[src/rtl/hpbp_pkg.sv]
package hpbp_pkg;

    localparam int MAX_CONT_BYTES = 4;
    localparam int FIFO_DEPTH     = 4;
    localparam int PTR_W          = $clog2(FIFO_DEPTH);
    localparam int CNT_W          = $clog2(FIFO_DEPTH + 1);

    localparam logic [2:0] KIND_INDEXED   = 3'd0;
    localparam logic [2:0] KIND_LIT_START = 3'd1;
    localparam logic [2:0] KIND_NAME_START = 3'd2;
    localparam logic [2:0] KIND_NAME_BYTE = 3'd3;
    localparam logic [2:0] KIND_VAL_START = 3'd4;
    localparam logic [2:0] KIND_VAL_BYTE  = 3'd5;
    localparam logic [2:0] KIND_ERROR     = 3'd6;
    localparam logic [2:0] KIND_DONE      = 3'd7;

    localparam logic [1:0] ERR_ZERO_INDEX = 2'd0;
    localparam logic [1:0] ERR_INT_LONG   = 2'd1;
    localparam logic [1:0] ERR_TRUNCATED  = 2'd2;

    typedef struct packed {
        logic [2:0]  out_kind;
        logic [28:0] field_index;
        logic        store_flag;
        logic [28:0] string_length;
        logic        huffman_flag;
        logic [7:0]  data_byte;
        logic        string_last;
        logic [1:0]  error_code;
    } t_result;

    typedef struct packed {
        logic [1:0]    valid;
        t_result [1:0] res;
    } t_push;

endpackage

[src/rtl/hpack_header_block_parser_top.sv]
// Byte-serial HPACK header block parser.
// The input channel (i_in_valid / o_in_ready) takes one header block byte per
// request, with i_block_end marking the last byte of a block. The output
// channel (o_out_valid / i_out_ready) delivers one result per request:
// indexed fields, literal starts, string starts and raw string bytes, errors
// and a block done marker.
// Each byte is parsed in the cycle it is accepted and its results are written
// into a four-entry result queue, so a result is registered in the queue before
// it is delivered on the output channel.
// A byte yields at most one result of its own plus one block end result, so
// the block sustains one byte per cycle while the receiver keeps up; the
// last byte of a block also yields a block end result. The queue accepts
// a byte while it has room for two results, which sets the rate on a stall.
// When the receiver stalls, results wait in the queue and o_in_ready drops
// once fewer than two entries are free; nothing is lost.
// Reset returns the parser to the start of a field and empties the queue.
module hpack_header_block_parser_top (
    input  logic        i_clk,
    input  logic        i_rst_n,
    input  logic        i_in_valid,
    output logic        o_in_ready,
    input  logic [7:0]  i_in_byte,
    input  logic        i_block_end,
    output logic        o_out_valid,
    input  logic        i_out_ready,
    output logic [2:0]  o_out_kind,
    output logic [28:0] o_field_index,
    output logic        o_store_flag,
    output logic [28:0] o_string_length,
    output logic        o_huffman_flag,
    output logic [7:0]  o_data_byte,
    output logic        o_string_last,
    output logic [1:0]  o_error_code
);

    hpbp_pkg::t_push   push;
    hpbp_pkg::t_result result;
    logic              room;
    logic              accept;

    assign o_in_ready = room;
    assign accept     = i_in_valid && room;

    hpbp_step u_step (
        .i_clk       (i_clk),
        .i_rst_n     (i_rst_n),
        .i_accept    (accept),
        .i_in_byte   (i_in_byte),
        .i_block_end (i_block_end),
        .o_push      (push)
    );

    hpbp_fifo u_fifo (
        .i_clk    (i_clk),
        .i_rst_n  (i_rst_n),
        .i_push   (push),
        .o_room   (room),
        .o_valid  (o_out_valid),
        .i_ready  (i_out_ready),
        .o_result (result)
    );

    assign o_out_kind      = result.out_kind;
    assign o_field_index   = result.field_index;
    assign o_store_flag    = result.store_flag;
    assign o_string_length = result.string_length;
    assign o_huffman_flag  = result.huffman_flag;
    assign o_data_byte     = result.data_byte;
    assign o_string_last   = result.string_last;
    assign o_error_code    = result.error_code;

endmodule

[src/rtl/hpbp_step.sv]
module hpbp_step (
    input  logic                i_clk,
    input  logic                i_rst_n,
    input  logic                i_accept,
    input  logic [7:0]          i_in_byte,
    input  logic                i_block_end,
    output hpbp_pkg::t_push     o_push
);

    localparam logic [3:0] PH_IDLE          = 4'd0;
    localparam logic [3:0] PH_INDEXED_CONT  = 4'd1;
    localparam logic [3:0] PH_LITIDX_CONT   = 4'd2;
    localparam logic [3:0] PH_NAMELEN_FIRST = 4'd3;
    localparam logic [3:0] PH_NAMELEN_CONT  = 4'd4;
    localparam logic [3:0] PH_NAME_BYTES    = 4'd5;
    localparam logic [3:0] PH_VALLEN_FIRST  = 4'd6;
    localparam logic [3:0] PH_VALLEN_CONT   = 4'd7;
    localparam logic [3:0] PH_VAL_BYTES     = 4'd8;
    localparam logic [3:0] PH_ERROR         = 4'd9;

    logic [3:0]  r_phase, n_phase;
    logic [28:0] r_acc, n_acc;
    logic [4:0]  r_shift, n_shift;
    logic [2:0]  r_cnt, n_cnt;
    logic [28:0] r_remain, n_remain;
    logic        r_store, n_store;
    logic        r_huff, n_huff;

    logic        fin;
    logic [3:0]  fin_ctx;
    logic [28:0] fin_val;
    logic [7:0]  prefix;
    logic [7:0]  pmask;
    logic        last_byte;
    hpbp_pkg::t_result res0, res1;
    logic        v0, v1;

    always_comb begin
        n_phase  = r_phase;
        n_acc    = r_acc;
        n_shift  = r_shift;
        n_cnt    = r_cnt;
        n_remain = r_remain;
        n_store  = r_store;
        n_huff   = r_huff;
        fin      = 1'b0;
        fin_ctx  = PH_IDLE;
        fin_val  = '0;
        prefix   = '0;
        pmask    = '0;
        last_byte = 1'b0;
        res0     = '0;
        res1     = '0;
        v0       = 1'b0;
        v1       = 1'b0;

        unique case (r_phase)
            PH_IDLE, PH_NAMELEN_FIRST, PH_VALLEN_FIRST: begin
                if (r_phase == PH_IDLE) begin
                    if (i_in_byte[7]) begin
                        n_store = 1'b0;
                        pmask   = 8'h7F;
                        fin_ctx = PH_INDEXED_CONT;
                    end else if (i_in_byte[6]) begin
                        n_store = 1'b1;
                        pmask   = 8'h3F;
                        fin_ctx = PH_LITIDX_CONT;
                    end else begin
                        n_store = 1'b0;
                        pmask   = 8'h0F;
                        fin_ctx = PH_LITIDX_CONT;
                    end
                end else begin
                    n_huff  = i_in_byte[7];
                    pmask   = 8'h7F;
                    fin_ctx = (r_phase == PH_NAMELEN_FIRST) ? PH_NAMELEN_CONT
                                                            : PH_VALLEN_CONT;
                end
                prefix  = i_in_byte & pmask;
                n_acc   = 29'(prefix);
                n_shift = '0;
                n_cnt   = '0;
                fin_val = 29'(prefix);
                if (prefix == pmask) begin
                    n_phase = fin_ctx;
                end else begin
                    fin = 1'b1;
                end
            end
            PH_INDEXED_CONT, PH_LITIDX_CONT, PH_NAMELEN_CONT, PH_VALLEN_CONT: begin
                n_acc   = r_acc + (29'(i_in_byte[6:0]) << r_shift);
                n_cnt   = r_cnt + 3'd1;
                fin_ctx = r_phase;
                fin_val = n_acc;
                if (i_in_byte[7]) begin
                    if (n_cnt >= 3'(hpbp_pkg::MAX_CONT_BYTES)) begin
                        v0              = 1'b1;
                        res0.out_kind   = hpbp_pkg::KIND_ERROR;
                        res0.error_code = hpbp_pkg::ERR_INT_LONG;
                        n_phase         = PH_ERROR;
                    end else begin
                        n_shift = r_shift + 5'd7;
                    end
                end else begin
                    fin = 1'b1;
                end
            end
            PH_NAME_BYTES, PH_VAL_BYTES: begin
                last_byte        = (r_remain <= 29'd1);
                v0               = 1'b1;
                res0.out_kind    = (r_phase == PH_NAME_BYTES) ? hpbp_pkg::KIND_NAME_BYTE
                                                              : hpbp_pkg::KIND_VAL_BYTE;
                res0.data_byte   = i_in_byte;
                res0.string_last = last_byte;
                n_remain         = r_remain - 29'd1;
                if (last_byte) begin
                    n_phase = (r_phase == PH_NAME_BYTES) ? PH_VALLEN_FIRST : PH_IDLE;
                end
            end
            default: begin
                n_phase = PH_ERROR;
            end
        endcase

        if (fin) begin
            v0 = 1'b1;
            unique case (fin_ctx)
                PH_INDEXED_CONT: begin
                    if (fin_val == '0) begin
                        res0.out_kind   = hpbp_pkg::KIND_ERROR;
                        res0.error_code = hpbp_pkg::ERR_ZERO_INDEX;
                        n_phase         = PH_ERROR;
                    end else begin
                        res0.out_kind    = hpbp_pkg::KIND_INDEXED;
                        res0.field_index = fin_val;
                        n_phase          = PH_IDLE;
                    end
                end
                PH_LITIDX_CONT: begin
                    res0.out_kind    = hpbp_pkg::KIND_LIT_START;
                    res0.field_index = fin_val;
                    res0.store_flag  = n_store;
                    n_phase = (fin_val == '0) ? PH_NAMELEN_FIRST : PH_VALLEN_FIRST;
                end
                default: begin
                    res0.out_kind      = (fin_ctx == PH_NAMELEN_CONT)
                                         ? hpbp_pkg::KIND_NAME_START
                                         : hpbp_pkg::KIND_VAL_START;
                    res0.string_length = fin_val;
                    res0.huffman_flag  = n_huff;
                    n_remain           = fin_val;
                    if (fin_ctx == PH_NAMELEN_CONT) begin
                        n_phase = (fin_val == '0) ? PH_VALLEN_FIRST : PH_NAME_BYTES;
                    end else begin
                        n_phase = (fin_val == '0) ? PH_IDLE : PH_VAL_BYTES;
                    end
                end
            endcase
        end

        if (i_block_end) begin
            v1 = 1'b1;
            if (n_phase == PH_IDLE || n_phase == PH_ERROR) begin
                res1.out_kind = hpbp_pkg::KIND_DONE;
            end else begin
                res1.out_kind   = hpbp_pkg::KIND_ERROR;
                res1.error_code = hpbp_pkg::ERR_TRUNCATED;
            end
            n_phase  = PH_IDLE;
            n_acc    = '0;
            n_shift  = '0;
            n_cnt    = '0;
            n_remain = '0;
            n_store  = 1'b0;
            n_huff   = 1'b0;
        end
    end

    always_comb begin
        o_push.valid  = {v1, v0} & {2{i_accept}};
        o_push.res[0] = res0;
        o_push.res[1] = res1;
    end

    always_ff @(posedge i_clk) begin
        if (!i_rst_n) begin
            r_phase  <= PH_IDLE;
            r_acc    <= '0;
            r_shift  <= '0;
            r_cnt    <= '0;
            r_remain <= '0;
            r_store  <= 1'b0;
            r_huff   <= 1'b0;
        end else if (i_accept) begin
            r_phase  <= n_phase;
            r_acc    <= n_acc;
            r_shift  <= n_shift;
            r_cnt    <= n_cnt;
            r_remain <= n_remain;
            r_store  <= n_store;
            r_huff   <= n_huff;
        end
    end

endmodule

[src/rtl/hpbp_fifo.sv]
module hpbp_fifo (
    input  logic                i_clk,
    input  logic                i_rst_n,
    input  hpbp_pkg::t_push     i_push,
    output logic                o_room,
    output logic                o_valid,
    input  logic                i_ready,
    output hpbp_pkg::t_result   o_result
);

    hpbp_pkg::t_result r_mem [hpbp_pkg::FIFO_DEPTH];
    logic [hpbp_pkg::PTR_W-1:0] r_wr_ptr, n_wr_ptr;
    logic [hpbp_pkg::PTR_W-1:0] r_rd_ptr, n_rd_ptr;
    logic [hpbp_pkg::CNT_W-1:0] r_count, n_count;

    hpbp_pkg::t_result first;
    logic [1:0]  num_wr;
    logic        pop;
    logic [hpbp_pkg::PTR_W-1:0] wr_ptr_next;

    always_comb begin
        first       = i_push.valid[0] ? i_push.res[0] : i_push.res[1];
        num_wr      = 2'(i_push.valid[0]) + 2'(i_push.valid[1]);
        pop         = o_valid && i_ready;
        wr_ptr_next = r_wr_ptr + hpbp_pkg::PTR_W'(1);
        n_wr_ptr    = r_wr_ptr + hpbp_pkg::PTR_W'(num_wr);
        n_rd_ptr    = r_rd_ptr + hpbp_pkg::PTR_W'(pop);
        n_count     = r_count + hpbp_pkg::CNT_W'(num_wr) - hpbp_pkg::CNT_W'(pop);
    end

    assign o_room   = (r_count <= hpbp_pkg::CNT_W'(hpbp_pkg::FIFO_DEPTH - 2));
    assign o_valid  = (r_count != '0);
    assign o_result = r_mem[r_rd_ptr];

    always_ff @(posedge i_clk) begin
        if (num_wr != 2'd0) begin
            r_mem[r_wr_ptr] <= first;
        end
        if (num_wr == 2'd2) begin
            r_mem[wr_ptr_next] <= i_push.res[1];
        end
    end

    always_ff @(posedge i_clk) begin
        if (!i_rst_n) begin
            r_wr_ptr <= '0;
            r_rd_ptr <= '0;
            r_count  <= '0;
        end else begin
            r_wr_ptr <= n_wr_ptr;
            r_rd_ptr <= n_rd_ptr;
            r_count  <= n_count;
        end
    end

endmodule
[config.mk]
export PLATFORM = sky130hd
export DESIGN_NAME = hpack_header_block_parser_top
export DESIGN_NICKNAME = d
export VERILOG_FILES = /design/src/rtl/hpbp_pkg.sv /design/src/rtl/hpack_header_block_parser_top.sv /design/src/rtl/hpbp_step.sv /design/src/rtl/hpbp_fifo.sv
export SDC_FILE = /design/constraint.sdc
export NUM_CORES = 1
export LEC_CHECK = 0
export ABC_AREA = 0
export BUFFER_PORTS_ARGS = -buffer_cell sky130_fd_sc_hd__buf_4
export CORE_AREA = 2 2 179 269
export CTS_CLUSTER_DIAMETER = 80
export DETAILED_ROUTE_END_ITERATION = 16
export DIE_AREA = 0 0 181 271
export SLEW_MARGIN = 5
export SYNTH_ARGS = -nofsm -noshare
export SYNTH_HDL_FRONTEND = slang
export SYNTH_SLANG_ARGS = --single-unit
[constraint.sdc]
create_clock -name i_clk -period 7.5 [get_ports i_clk]
set_input_delay 0.375 -clock i_clk [delete_from_list [all_inputs] [get_ports i_clk]]
set_output_delay 0.375 -clock i_clk [all_outputs]
set_load 0.1 [all_outputs]
# Word level (Yosys, flattened, before mapping)

Memory sizes are Yosys's and may differ from the RTL's. A register that Yosys moved wholly into a read port is not among the register bits.
Cells that the tools add are included.

Reduce and logical (&&, ||, !) cells: 15
Bitwise operators: 2
Add/sub/neg operators: 10
$lt $le $gt $ge: 3
Eq/ne operators: 16
Muxes and demuxes: 80
Shift-type cells: 1

Operators with widths:

| operator                                                         | number |
|---|---|
| two-way mux 29 bit                                               | 6 |
| case mux 29 bit (2 select lines)                                 | 3 |
| two-way mux 74 bit                                               | 1 |
| two-way mux 63 bit                                               | 1 |
| two-way mux 4 bit                                                | 10 |
| two-way mux 30 bit                                               | 1 |
| adder 29 bit                                                     | 1 |
| less-or-equal comparator 29 x 1 -> 1 bit (second input constant) | 1 |
| zero test 29 bit                                                 | 1 |
| << shifter 7 x 5 -> 29 bit                                       | 1 |
| subtractor 29 x 1 -> 29 bit (second input constant)              | 1 |
| two-way mux 3 bit                                                | 9 |
| two-way mux 8 bit                                                | 3 |
| two-way mux 2 bit                                                | 11 |
| two-way mux 1 bit                                                | 21 |
| == test 4 x 3 -> 1 bit (second input constant)                   | 5 |
| case mux 3 bit (2 select lines)                                  | 3 |
| case mux 4 bit (2 select lines)                                  | 2 |
| two-way mux 5 bit                                                | 3 |
| == test 4 x 2 -> 1 bit (second input constant)                   | 3 |
| case mux 4 bit (3 select lines)                                  | 1 |
| case mux 5 bit (2 select lines)                                  | 1 |
| two-way mux 9 bit                                                | 1 |
| AND 8 bit                                                        | 1 |
| other kinds (28)                                                 | 36 |

Logic and storage cells: 138
RAM bits: 296
Register bits after elaboration: 79
Memories: 1

Memory list:

| name         | words | bits a word | rd ports | clocked after memory_dff | wr ports | RTL line        | text |
|---|---|---|---|---|---|---|---|
| u_fifo.r_mem | 4     | 74          | 1        | 1                        | 2        | hpbp_fifo.sv:11 | `hpbp_pkg::t_result r_mem [hpbp_pkg::FIFO_DEPTH];` |

# Depth between registers and ports, before layout

Gate-level depths: netlist of run 1.

Depth in word-level cells: 16
Mapped depth: 24

# Hierarchy

Synthesis of run 1 repeated with hierarchy kept, for this count alone.

Cells, all modules: 1895
Area total of the unflattened synthesis: 23140.9 um^2

By module, submodules not included:

| module                        | cells an instance | seq. area each (um^2) | instances | area each (um^2) |
|---|---|---|---|---|
| hpbp_fifo                     | 768               | 9028.7                | 1         | 15339.7 |
| hpbp_step                     | 1126              | 1441.4                | 1         | 7795.0 |
| hpack_header_block_parser_top | 1                 | 0.0                   | 1         | 6.3 |

# Least setup slack after synthesis of run 1

Ideal clock, no wire load.

Path type: register -> register
Start: register u_step.r_shift[1]
End: memory u_fifo.r_mem[0][71] in the netlist's numbering (data pin)
Arrival time: 5.187 ns
Stages on the path, launching flop included: 23
Slack: 2.037 ns
Clock period less this slack: 5.463 ns
Path through: dfxtp_1 clkbuf_1 clkbuf_1 mux2i_1 a21oi_1 nand2_1 o21ai_0 o211a_1 ha_1 clkbuf_1 a21o_1 a31oi_1 o221ai_1 a221oi_1 mux2i_1 nand3_1 a2111oi_2 nand4_1 or2_1 buf_6 o311a_4 mux2i_2 o22ai_1

RTL lines:

| item                   | RTL line         | text |
|---|---|---|
| from (decl)            | hpbp_step.sv:23  | `logic [4:0] r_shift, n_shift;` |
| from (signal assigned) | hpbp_step.sv:197 | `r_shift <= n_shift;` |
| to (decl)              | hpbp_fifo.sv:11  |  |

==> results of run 1 <==
[logic make-up after synthesis]
group                      count (synthesis)  share of synthesized area
AOI/OAI and AO/OA                        643                      0.237
DFF                                      375                      0.413
muxes                                    100                      0.105
adders and majority gates                 41                     0.0284
buffers and inverters                    197                     0.0417
and+or+nand+nor                          627                      0.162
xor gates and xnor gates                  26                     0.0130
[per-layer routing]
metal  vias up  track usage  wire [um]
li1       7435            -          -
met1      8055        0.291      24500
met2       542        0.436      30800
met3       172       0.0276       3100
met4         0        0.146       3980
met5         -            0          0
[state kept, by name, indices dropped and copies added, names as in the netlist]
name,flops
u_fifo.r_wr_ptr,2
u_step.r_shift,5
u_fifo.r_mem,296
u_step.r_phase,4
u_step.r_store,1
u_step.r_remain,29
u_fifo.r_rd_ptr,2
u_step.r_acc,29
u_step.r_huff,1
u_fifo.r_count,3
u_step.r_cnt,3
[cell type report]
cell class / count / share of cell area
Sequential cell: 375 / 0.365
Timing Repair Buffer: 128 / 0.0475
Tap cell: 594 / 0.0354
Clock inverter: 21 / 0.0143
Clock buffer: 43 / 0.0461
Multi-Input combinational cell: 1437 / 0.485
Antenna cell: 1 / 0.000119
Inverter: 38 / 0.00679
[cells in the mapped netlist (all sizes together) (12+ instances only)]
cell,number
a21oi,76
buf,33
a22oi,27
mux2i,18
o21ai,217
nor3,39
clkbuf,126
dfxtp,359
inv,38
ha,39
xnor2,14
nand2,238
edfxtp,16
or3,14
nor2,111
nand2b,16
mux4,75
nand4,16
a21o,21
a22o,176
a21boi,15
o22ai,20
and2,55
and3,12
nand3,33
nor2b,42
[where the power goes]
group          internal, mW  total, mW  switching (mW)
registers              2.14       2.27           0.131
clock network          1.17       1.99           0.817
logic                 0.554       1.93            1.38
[worst max-delay path, delay by kind of cell, from the launching register on]
kind / cells / cell delay (ns)
simple gates: 5 / 1.26
flops: 1 / 0.72
compound gates: 8 / 2.57
mux: 3 / 1.00
fa+ha+maj: 1 / 0.42
[metrics by stage]
stage / area, um2 / setup slack (ns) / instances / power, mW
global route: 21000 / 0.948 / 2636 / 6.43
global placement: 19700 / 1.68 / 2572 / 4.20
floorplan: 18600 / 2.04 / 2009 / 3.63
finish: 21000 / 1.38 / 2637 / 6.19
CTS: 21000 / 1.43 / 2636 / 6.21
detailed placement: 19700 / 1.47 / 2572 / 4.23
[worst paths after layout]
| kind | from | end | slack (ns) | cells past startpoint |
|---|---|---|---|---|
| worst max-delay path | u_step.r_shift[1] | u_fifo.r_mem[3][59] | 1.38 | 17 |
| worst min-delay path | i_in_byte[1] | u_fifo.r_mem[0][4] | 0.16 | 2 |
| worst max register to register | u_step.r_shift[1] | u_fifo.r_mem[3][59] | 1.38 | 17 |
| worst min register to register | u_fifo.r_mem[1][56] | u_fifo.r_mem[1][56] | 0.45 | 2 |
==> results.rst, run 1 <==
.. list-table::
   :header-rows: 1

   * - Metric
     - Value
   * - Run status
     - complete, no violations
   * - Endpoint type of the worst setup path
     - register
   * - Commonest non-fill, non-tap cells in the layout
     - 357 x sky130_fd_sc_hd__dfxtp_1, 237 x sky130_fd_sc_hd__nand2_1, 208 x sky130_fd_sc_hd__o21ai_0, 176 x sky130_fd_sc_hd__a22o_1, 125 x sky130_fd_sc_hd__buf_4
   * - Data required time at the worst endpoint
     - 7.88 ns
   * - Classification of the worst-slack hold path
     - input port to register
   * - Clock tree from TritonCTS
     - yes
   * - Number of CTS-inserted buffers
     - 37
   * - Max Transition Viols Final
     - 0
   * - Unrepaired setup endpoints after global routing
     - false
   * - Clock insertion delay at the later pin of the skew report
     - 0.55 ns
   * - Static power due to leakage
     - 7.85 nW
   * - Cell breakdown of the critical path
     - mux2_2 > o21ai_0 > mux2_2 > nor3_1 > ha_1 > a21o_1 > a31oi_1 > o221ai_1 > a221oi_1 > mux2i_1 > nand3_1 > a2111oi_2 > nand4_1 > or2_1 > o21a_1 > nand2_1 > o21ai_0
   * - Port Buffers
     - 88
   * - First-pass detailed-route iteration total
     - 6
   * - Maximum fanout along the worst path
     - 19
   * - Clock-pin slew on the worst setup and hold paths
     - 0.07 ns
   * - Cell taking the most area after synthesis
     - sky130_fd_sc_hd__dfxtp_1
   * - Maximum VDD drop
     - 201 uV
   * - Via count of the routed design
     - 16204
   * - Fraction of post-synthesis cell area in the top cell type by area
     - 0.387
   * - Number of global-route vias before repair
     - 15769
   * - Multi-input logic area
     - 0.0102 mm2
   * - Max-capacitance violation count
     - 0
   * - Area of the die
     - 0.0491 mm2
   * - Filler Cells Inserted
     - 4478
   * - Initial antenna violation count
     - 1
   * - Routed wire length
     - 62400 um
   * - Count of H-tree levels built during CTS
     - 2
   * - Clock Root Buffer
     - sky130_fd_sc_hd__clkbuf_16
   * - Endpoints failing setup
     - 0
   * - Detailed Place HPWL
     - 43000 um
   * - Slowest cell on the critical path
     - sky130_fd_sc_hd__dfxtp_1
   * - Clock period minus final worst setup slack
     - 6.12 ns
   * - Data arrival time of the critical path
     - 6.50 ns
   * - Crit share post-route
     - 0.816
   * - Fraction of final layout cells sized beyond drive strength 1
     - 0.153
   * - Average size of a mapped cell
     - 9.25 um2
   * - Number of nets with antenna violations after detailed routing
     - 0
   * - Setup TNS
     - 0 ns
   * - Die width
     - 181 um
   * - Proportion of register bits with asynchronous set or reset after synthesis
     - 0
   * - Post-route DRC
     - 0
   * - Post-Route Skew
     - 0.0262 ns
   * - Post-Syn Area
     - 0.0186 mm2
   * - Final hold violation count
     - 0
   * - PwrDens
     - 295 mW/mm2
   * - Yosys warning total
     - 0
   * - Start-to-end type of the worst setup path
     - register to register
   * - Worst slew margin relative to its limit
     - 0.288
   * - Area inside the core boundary
     - 0.0466 mm2
   * - Commonest non-fill, non-tap cell in the layout
     - sky130_fd_sc_hd__dfxtp_1
   * - # rows
     - 97
   * - Number of design-rule violations left by the first detailed-router iteration
     - 1474
   * - Crit path launch type
     - register
   * - Worst-case clock buffer depth
     - 3
   * - Pin count of the biggest net entering global routing
     - 76
   * - Worst hold margin
     - 0.164 ns
   * - Area of all sequential standard cells
     - 0.00767 mm2
   * - Final estimated routing congestion in global placement
     - 0.954
   * - Number of synthesized flops with an enable pin
     - 16
   * - Peak Freq
     - 163 MHz
   * - Post-detailed-route wirelength per cell
     - 23.7 um
   * - Share of the core filled with cells in the final layout
     - 0.451
   * - Post-CTS setup-driven buffer insertion count
     - 0
   * - Flip-flop cell with the highest count after synthesis
     - sky130_fd_sc_hd__dfxtp_1
   * - Number of distinct standard cells referenced by the synthesized netlist
     - 82
   * - Global-route wire length before repair
     - 94700 um
   * - Overflow left after global routing
     - 0
   * - GRT Util Overall
     - 0.248
   * - Post-cts repair resize count
     - 0
   * - Peak per-stage delay on the critical path
     - 0.72 ns
   * - Post-Synthesis Net Count
     - 2063
   * - Post-cts hold buffer count
     - 0
   * - Post-synthesis register bit count
     - 375
   * - Portion of the post-synthesis area used by sequential elements
     - 0.413
   * - Gate count of the mapped netlist
     - 2009
   * - Worst Max-Slew Pin Slew
     - 1.07 ns
   * - Dominant cells by area after synthesis
     - sky130_fd_sc_hd__dfxtp_1 39%, sky130_fd_sc_hd__mux4_2 9.1%, sky130_fd_sc_hd__a22o_1 8.3%
   * - Number of nets in the layout
     - 2071
   * - Layout-stage area growth over the synthesis result
     - 13.1%
   * - Starting Density
     - 0.399
   * - Clock Sinks
     - 375
   * - Via density per instance
     - 6.14
   * - Die H
     - 271 um
   * - I/O pin count
     - 89
(Power assumes the default switching activity.)
==> run 2: changes to the inputs <==
==> constraint.sdc (replaced) <==
create_clock -name i_clk -period 5.99 [get_ports i_clk]
set_input_delay 0.2995 -clock i_clk [delete_from_list [all_inputs] [get_ports i_clk]]
set_output_delay 0.2995 -clock i_clk [all_outputs]
set_load 0.1 [all_outputs]
==> run 2 against run 1 <==
  * Via count rose by 0.42%
  * Final cell count grew 0.68%
  * Sequential power increased by 25%
  * Setup slack worse by 0.97 ns
  * Power rose by 24%
  * Sequential share of layout area decreased by 0.15 points
  * Non-clock buffer count grew 16
  * Utilization increased by 0.19 points
  * Critical path depth unchanged
  * Largest power group unchanged
==> results.rst, run 2 (synthesized netlist as in run 1, its figures left out) <==
.. list-table::
   :header-rows: 1

   * - Metric
     - Value
   * - Reg2Reg Setup Slack
     - 0.41 ns
   * - Crit path launch type
     - register
   * - # rows
     - 97
   * - Register with the most flip-flops
     - u_fifo.r_mem
   * - Start-to-end type of the worst setup path
     - register to register
   * - Maximum VDD drop
     - 263 uV
   * - Worst hold margin
     - 0.107 ns
   * - Maximum fanout along the worst path
     - 16
   * - Critical path startpoint
     - u_step.r_shift[0]
   * - Final hold violation count
     - 0
   * - Filler-free cell count of the finished design
     - 2655
   * - Run status
     - complete, no violations
   * - Max Transition Viols Final
     - 0
   * - Global-route wire length before repair
     - 95200 um
   * - Post-detailed-route wirelength per cell
     - 23.5 um
   * - Clock Sinks
     - 375
   * - Number of design-rule violations left by the first detailed-router iteration
     - 1416
   * - Classification of the worst-slack hold path
     - input port to register
   * - Detailed Place HPWL
     - 43000 um
   * - PwrDens
     - 364 mW/mm2
   * - Initial antenna violation count
     - 2
   * - Cell breakdown of the critical path
     - buf_4 > mux2i_1 > or3_1 > or3_1 > fa_1 > xor2_1 > a2111o_1 > a31oi_1 > or4_1 > a311oi_1 > nand4_1 > a2111oi_2 > nand4_1 > or2_1 > o21a_1 > nand2_1 > o21ai_0
   * - Count of H-tree levels built during CTS
     - 2
   * - Commonest non-fill, non-tap cells in the layout
     - 356 x sky130_fd_sc_hd__dfxtp_1, 236 x sky130_fd_sc_hd__nand2_1, 208 x sky130_fd_sc_hd__o21ai_0, 176 x sky130_fd_sc_hd__a22o_1, 142 x sky130_fd_sc_hd__buf_4
   * - Peak per-stage delay on the critical path
     - 0.51 ns
   * - Pin count of the biggest net entering global routing
     - 76
   * - Static power due to leakage
     - 7.94 nW
   * - Area inside the core boundary
     - 0.0466 mm2
   * - Via count of the routed design
     - 16272
   * - Fraction of final layout cells sized beyond drive strength 1
     - 0.160
   * - CP Depth
     - 17
   * - Die H
     - 271 um
   * - Area of all placed cells without fillers
     - 0.0211 mm2
   * - Starting Density
     - 0.399
   * - Area of the die
     - 0.0491 mm2
   * - Clock period minus final worst setup slack
     - 5.58 ns
   * - Number of nets in the layout
     - 2088
   * - Final estimated routing congestion in global placement
     - 0.950
   * - Max-capacitance violation count
     - 0
   * - Post-CTS setup-driven buffer insertion count
     - 0
   * - Post-cts hold buffer count
     - 0
   * - Worst slew margin relative to its limit
     - 0.217
   * - Worst flop-to-flop path startpoint
     - u_step.r_shift[0]
   * - Die width
     - 181 um
   * - Crit share post-route
     - 0.931
   * - Number of global-route vias before repair
     - 16064
   * - Instance area at placement
     - 0.0198 mm2
   * - Worst-case clock buffer depth
     - 3
   * - First-pass detailed-route iteration total
     - 6
   * - Post-route DRC
     - 0
   * - Clock insertion delay at the later pin of the skew report
     - 0.54 ns
   * - Post-Place Setup Slack
     - 0.271 ns
   * - Antenna cell count
     - 0
   * - Final worst slack
     - 0.411 ns
   * - Peak Freq
     - 179 MHz
   * - Commonest non-fill, non-tap cell in the layout
     - sky130_fd_sc_hd__dfxtp_1
   * - Layout-stage area growth over the synthesis result
     - 13.6%
   * - Post-cts repair resize count
     - 0
   * - Destination of the worst register-to-register timing path
     - u_fifo.r_mem[3][52]
   * - Biggest regs
     - u_fifo.r_mem x296, u_step.r_acc x29, u_step.r_remain x29
   * - Routed wire length
     - 62400 um
   * - Port Buffers
     - 88
   * - Worst R2R Path Depth
     - 17
   * - Slowest cell on the critical path
     - sky130_fd_sc_hd__nand2_1
   * - Number of nets with antenna violations after detailed routing
     - 0
   * - CP Buf/Inv Count
     - 1
   * - Number of CTS-inserted buffers
     - 38
   * - Max reg flops
     - 296
   * - Clock tree from TritonCTS
     - yes
   * - Pwr Total
     - 7.69 mW
   * - Dominant delay contributor by cell family on the critical path
     - simple AND/OR/NAND/NOR gates
   * - Worst Max-Slew Pin Slew
     - 1.17 ns
   * - I/O pin count
     - 89
   * - Clock Root Buffer
     - sky130_fd_sc_hd__clkbuf_16
   * - Setup TNS
     - 0 ns
   * - Via density per instance
     - 6.13
   * - Placed instance count
     - 2588
   * - Overflow left after global routing
     - 0
   * - Endpoint type of the worst setup path
     - register
   * - Clock-pin slew on the worst setup and hold paths
     - 0.07 ns
   * - Data arrival time of the critical path
     - 5.95 ns
   * - Unrepaired setup endpoints after global routing
     - false
   * - Critical path endpoint
     - u_fifo.r_mem[3][52]
   * - Share of the core filled with cells in the final layout
     - 0.453
   * - Post-Route Skew
     - 0.0169 ns
   * - Endpoints failing setup
     - 0
   * - GRT Util Overall
     - 0.249
   * - Data required time at the worst endpoint
     - 6.36 ns
## run 2: worst min-delay path by stage
stage | startpoint | to | slack (ns) | cells past startpoint
2_1_floorplan | u_fifo.r_mem[1][17] | u_fifo.r_mem[1][17] | 0.42 | 2
3_3_place_gp | u_fifo.r_mem[3][55] | u_fifo.r_mem[3][55] | 0.43 | 2
3_5_place_dp | u_fifo.r_mem[0][18] | u_fifo.r_mem[0][18] | 0.44 | 2
4_1_cts | i_in_byte[4] | u_fifo.r_mem[3][7] | 0.07 | 2
5_1_grt | i_in_byte[4] | u_fifo.r_mem[3][7] | 0.08 | 2
6_report | i_in_byte[4] | u_fifo.r_mem[3][7] | 0.11 | 2
## run 2: cell type report
type	count	area, um2
fill	4462	25500
inverter	38	143
timing repair buffer	144	1110
multi-input combinational	1437	10200
tap	594	743
clock buffer	56	1130
sequential	375	7680
clock inverter	11	116
## run 2: power by group
| part | internal, mW | switching, mW | total (mW) |
|---|---|---|---|
| registers | 2.68 | 0.158 | 2.84 |
| clock network | 1.40 | 1.01 | 2.40 |
| logic | 0.711 | 1.74 | 2.45 |
| total | 4.78 | 2.90 | 7.69 |
## run 2: layer usage
layer	routed length [um]	part of all wire	track usage	up-vias
li1	-	-	-	7453
met1	24400	0.39	0.293	7995
met2	29700	0.48	0.420	637
met3	3380	0.054	0.0287	187
met4	4920	0.079	0.180	0
met5	0	0	0	-
==> run 3: changes to the inputs <==
--- a/config.mk
+++ b/config.mk
@@ -7,10 +7,12 @@
 export LEC_CHECK = 0
 export ABC_AREA = 0
 export BUFFER_PORTS_ARGS = -buffer_cell sky130_fd_sc_hd__buf_4
+export CAP_MARGIN = 20
 export CORE_AREA = 2 2 179 269
 export CTS_CLUSTER_DIAMETER = 80
 export DETAILED_ROUTE_END_ITERATION = 16
 export DIE_AREA = 0 0 181 271
+export RECOVER_POWER = 50
 export SLEW_MARGIN = 5
 export SYNTH_ARGS = -nofsm -noshare
 export SYNTH_HDL_FRONTEND = slang
==> run 3 against run 2 <==
  * The flow now finishes with violations (capacitance limit, slew limit)
  * Routed wire length barely moved
  * Die area did not move
  * Highest routed layer unchanged
  * Critical path type unchanged
  * Largest power group unchanged
  * Final cell count did not move
==> results.rst, run 3 (synthesized netlist as in run 1, its figures left out) <==
.. list-table::
   :header-rows: 1

   * - Metric
     - Value
   * - Run status
     - finished with violations
   * - Violated checks
     - capacitance limit, slew limit
   * - Classification of the worst-slack hold path
     - input port to register
   * - Antenna cell count
     - 0
   * - Detailed Place HPWL
     - 42900 um
   * - Register with the most flip-flops
     - u_fifo.r_mem
   * - Clock insertion delay at the later pin of the skew report
     - 0.54 ns
   * - GRT Util Overall
     - 0.249
   * - Global-route wire length before repair
     - 95200 um
   * - Peak per-stage delay on the critical path
     - 0.62 ns
   * - Starting Density
     - 0.399
   * - Area of all placed cells without fillers
     - 0.0208 mm2
   * - Max Transition Viols Final
     - 92
   * - Overflow left after global routing
     - 0
   * - I/O pin count
     - 89
   * - Number of nets in the layout
     - 2088
   * - Maximum fanout along the worst path
     - 16
   * - PwrDens
     - 367 mW/mm2
   * - Multi-input logic area
     - 0.0102 mm2
   * - CP most frequent cell
     - sky130_fd_sc_hd__o21ai_0
   * - Crit path launch type
     - register
   * - Clock Root Buffer
     - sky130_fd_sc_hd__clkbuf_16
   * - Max reg flops
     - 296
   * - Post-detailed-route wirelength per cell
     - 23.5 um
   * - Post-cts hold buffer count
     - 0
   * - Final hold violation count
     - 0
   * - Die width
     - 181 um
   * - Peak Freq
     - 174 MHz
   * - Worst slew margin relative to its limit
     - -1.15
   * - Endpoint type of the worst setup path
     - register
   * - Slowest cell on the critical path
     - sky130_fd_sc_hd__mux4_2
   * - Placed instance count
     - 2589
   * - Max-capacitance violation count
     - 3
   * - Clock-pin slew on the worst setup and hold paths
     - 0.06 ns
   * - Maximum VDD drop
     - 287 uV
   * - Data required time at the worst endpoint
     - 6.42 ns
   * - Area of all sequential standard cells
     - 0.00767 mm2
   * - Final estimated routing congestion in global placement
     - 0.950
   * - Cell breakdown of the critical path
     - mux4_2 > mux2i_1 > nor3_1 > ha_1 > a21o_1 > a31o_2 > o21ai_0 > a21boi_0 > o21ai_0 > nor3b_1 > a211oi_1 > nand4_1 > or2_1 > o21a_1 > nand2_1 > o21ai_0
   * - Crit share post-route
     - 0.961
   * - Post-Route Skew
     - 0.0188 ns
   * - Clock Sinks
     - 375
   * - Commonest non-fill, non-tap cells in the layout
     - 357 x sky130_fd_sc_hd__dfxtp_1, 238 x sky130_fd_sc_hd__nand2_1, 211 x sky130_fd_sc_hd__o21ai_0, 176 x sky130_fd_sc_hd__a22o_1, 106 x sky130_fd_sc_hd__nor2_1
   * - Area of the die
     - 0.0491 mm2
   * - Number of global-route vias before repair
     - 16022
   * - Area inside the core boundary
     - 0.0466 mm2
   * - Biggest regs
     - u_fifo.r_mem x296, u_step.r_acc x29, u_step.r_remain x29
   * - Post-route DRC
     - 0
   * - Static power due to leakage
     - 7.66 nW
   * - Worst-case clock buffer depth
     - 3
   * - Endpoints failing setup
     - 0
   * - Clock tree from TritonCTS
     - yes
   * - Unrepaired setup endpoints after global routing
     - false
   * - Via density per instance
     - 6.07
   * - Number of design-rule violations left by the first detailed-router iteration
     - 1456
   * - Commonest non-fill, non-tap cell in the layout
     - sky130_fd_sc_hd__dfxtp_1
   * - Number of CTS-inserted buffers
     - 37
   * - Post-cts repair resize count
     - 0
   * - Via count of the routed design
     - 16122
   * - Fraction of final layout cells sized beyond drive strength 1
     - 0.128
   * - Count of H-tree levels built during CTS
     - 2
   * - Worst hold margin
     - 0.0990 ns
   * - Number of nets with antenna violations after detailed routing
     - 0
   * - # rows
     - 97
   * - Initial antenna violation count
     - 2
   * - Instance area at placement
     - 0.0199 mm2
   * - Clock period minus final worst setup slack
     - 5.76 ns
   * - Worst Max-Slew Pin Slew
     - 3.23 ns
   * - Data arrival time of the critical path
     - 6.18 ns
   * - Layout-stage area growth over the synthesis result
     - 11.8%
   * - First-pass detailed-route iteration total
     - 6
   * - Start-to-end type of the worst setup path
     - register to register
   * - Port Buffers
     - 88
   * - Post-CTS setup-driven buffer insertion count
     - 0
   * - Filler-free cell count of the finished design
     - 2655
   * - Die H
     - 271 um
   * - Pin count of the biggest net entering global routing
     - 76
   * - Routed wire length
     - 62400 um
   * - Filler Cells Inserted
     - 4529
   * - Setup TNS
     - 0 ns
==> run 3: path summary, 6_finish.rpt <==
kind / from / end / slack [ns] / cells past startpoint
setup / recovery: u_step.r_shift[0] / u_fifo.r_mem[3][52] / 0.23 / 16
hold / removal: i_in_byte[4] / u_fifo.r_mem[1][7] / 0.1 / 2
setup reg to reg: u_step.r_shift[0] / u_fifo.r_mem[3][52] / 0.23 / 16
hold reg to reg: u_fifo.r_mem[2][49] / u_fifo.r_mem[2][49] / 0.45 / 2
==> run 3: critical path: cells and delay by family (launching register included) <==
family / cells / cell delay [ns]
AO/OA/AOI/OAI: 8 / 2.51
AND/OR/NAND/NOR: 5 / 1.40
multiplexers: 2 / 0.80
flip-flops: 1 / 0.49
adder cells (fa/ha/maj): 1 / 0.42
==> run 3: per-stage QoR <==
stage                     power, mW   util  worst slack, ns
after floorplan                4.55      -            0.527
after global placement         5.29  0.426            0.435
after detailed placement       5.32  0.426            0.273
after CTS                      7.71  0.452            0.249
after global routing           7.92  0.446           0.0184
final                          7.62  0.446            0.232
==> run 3: area by class of cell <==
type	count	share of cell area
Timing Repair Buffer	145	0.0394
Clock buffer	50	0.0508
Tap cell	594	0.0358
Sequential cell	375	0.369
Clock inverter	16	0.00873
Multi-Input combinational cell	1437	0.489
Inverter	38	0.00687
==> run 3: power breakdown <==
part           internal (mW)  switching [mW]  total [mW]
combinational          0.664            1.73        2.39
sequential              2.68           0.158        2.83
clock                   1.38            1.02        2.40
total                   4.72            2.91        7.62
==> run 3: per-layer routing <==
| metal | part of all wire | track usage |
|---|---|---|
| met1 | 0.39 | 0.289 |
| met2 | 0.49 | 0.436 |
| met3 | 0.045 | 0.0261 |
| met4 | 0.068 | 0.157 |
| met5 | 0 | 0 |
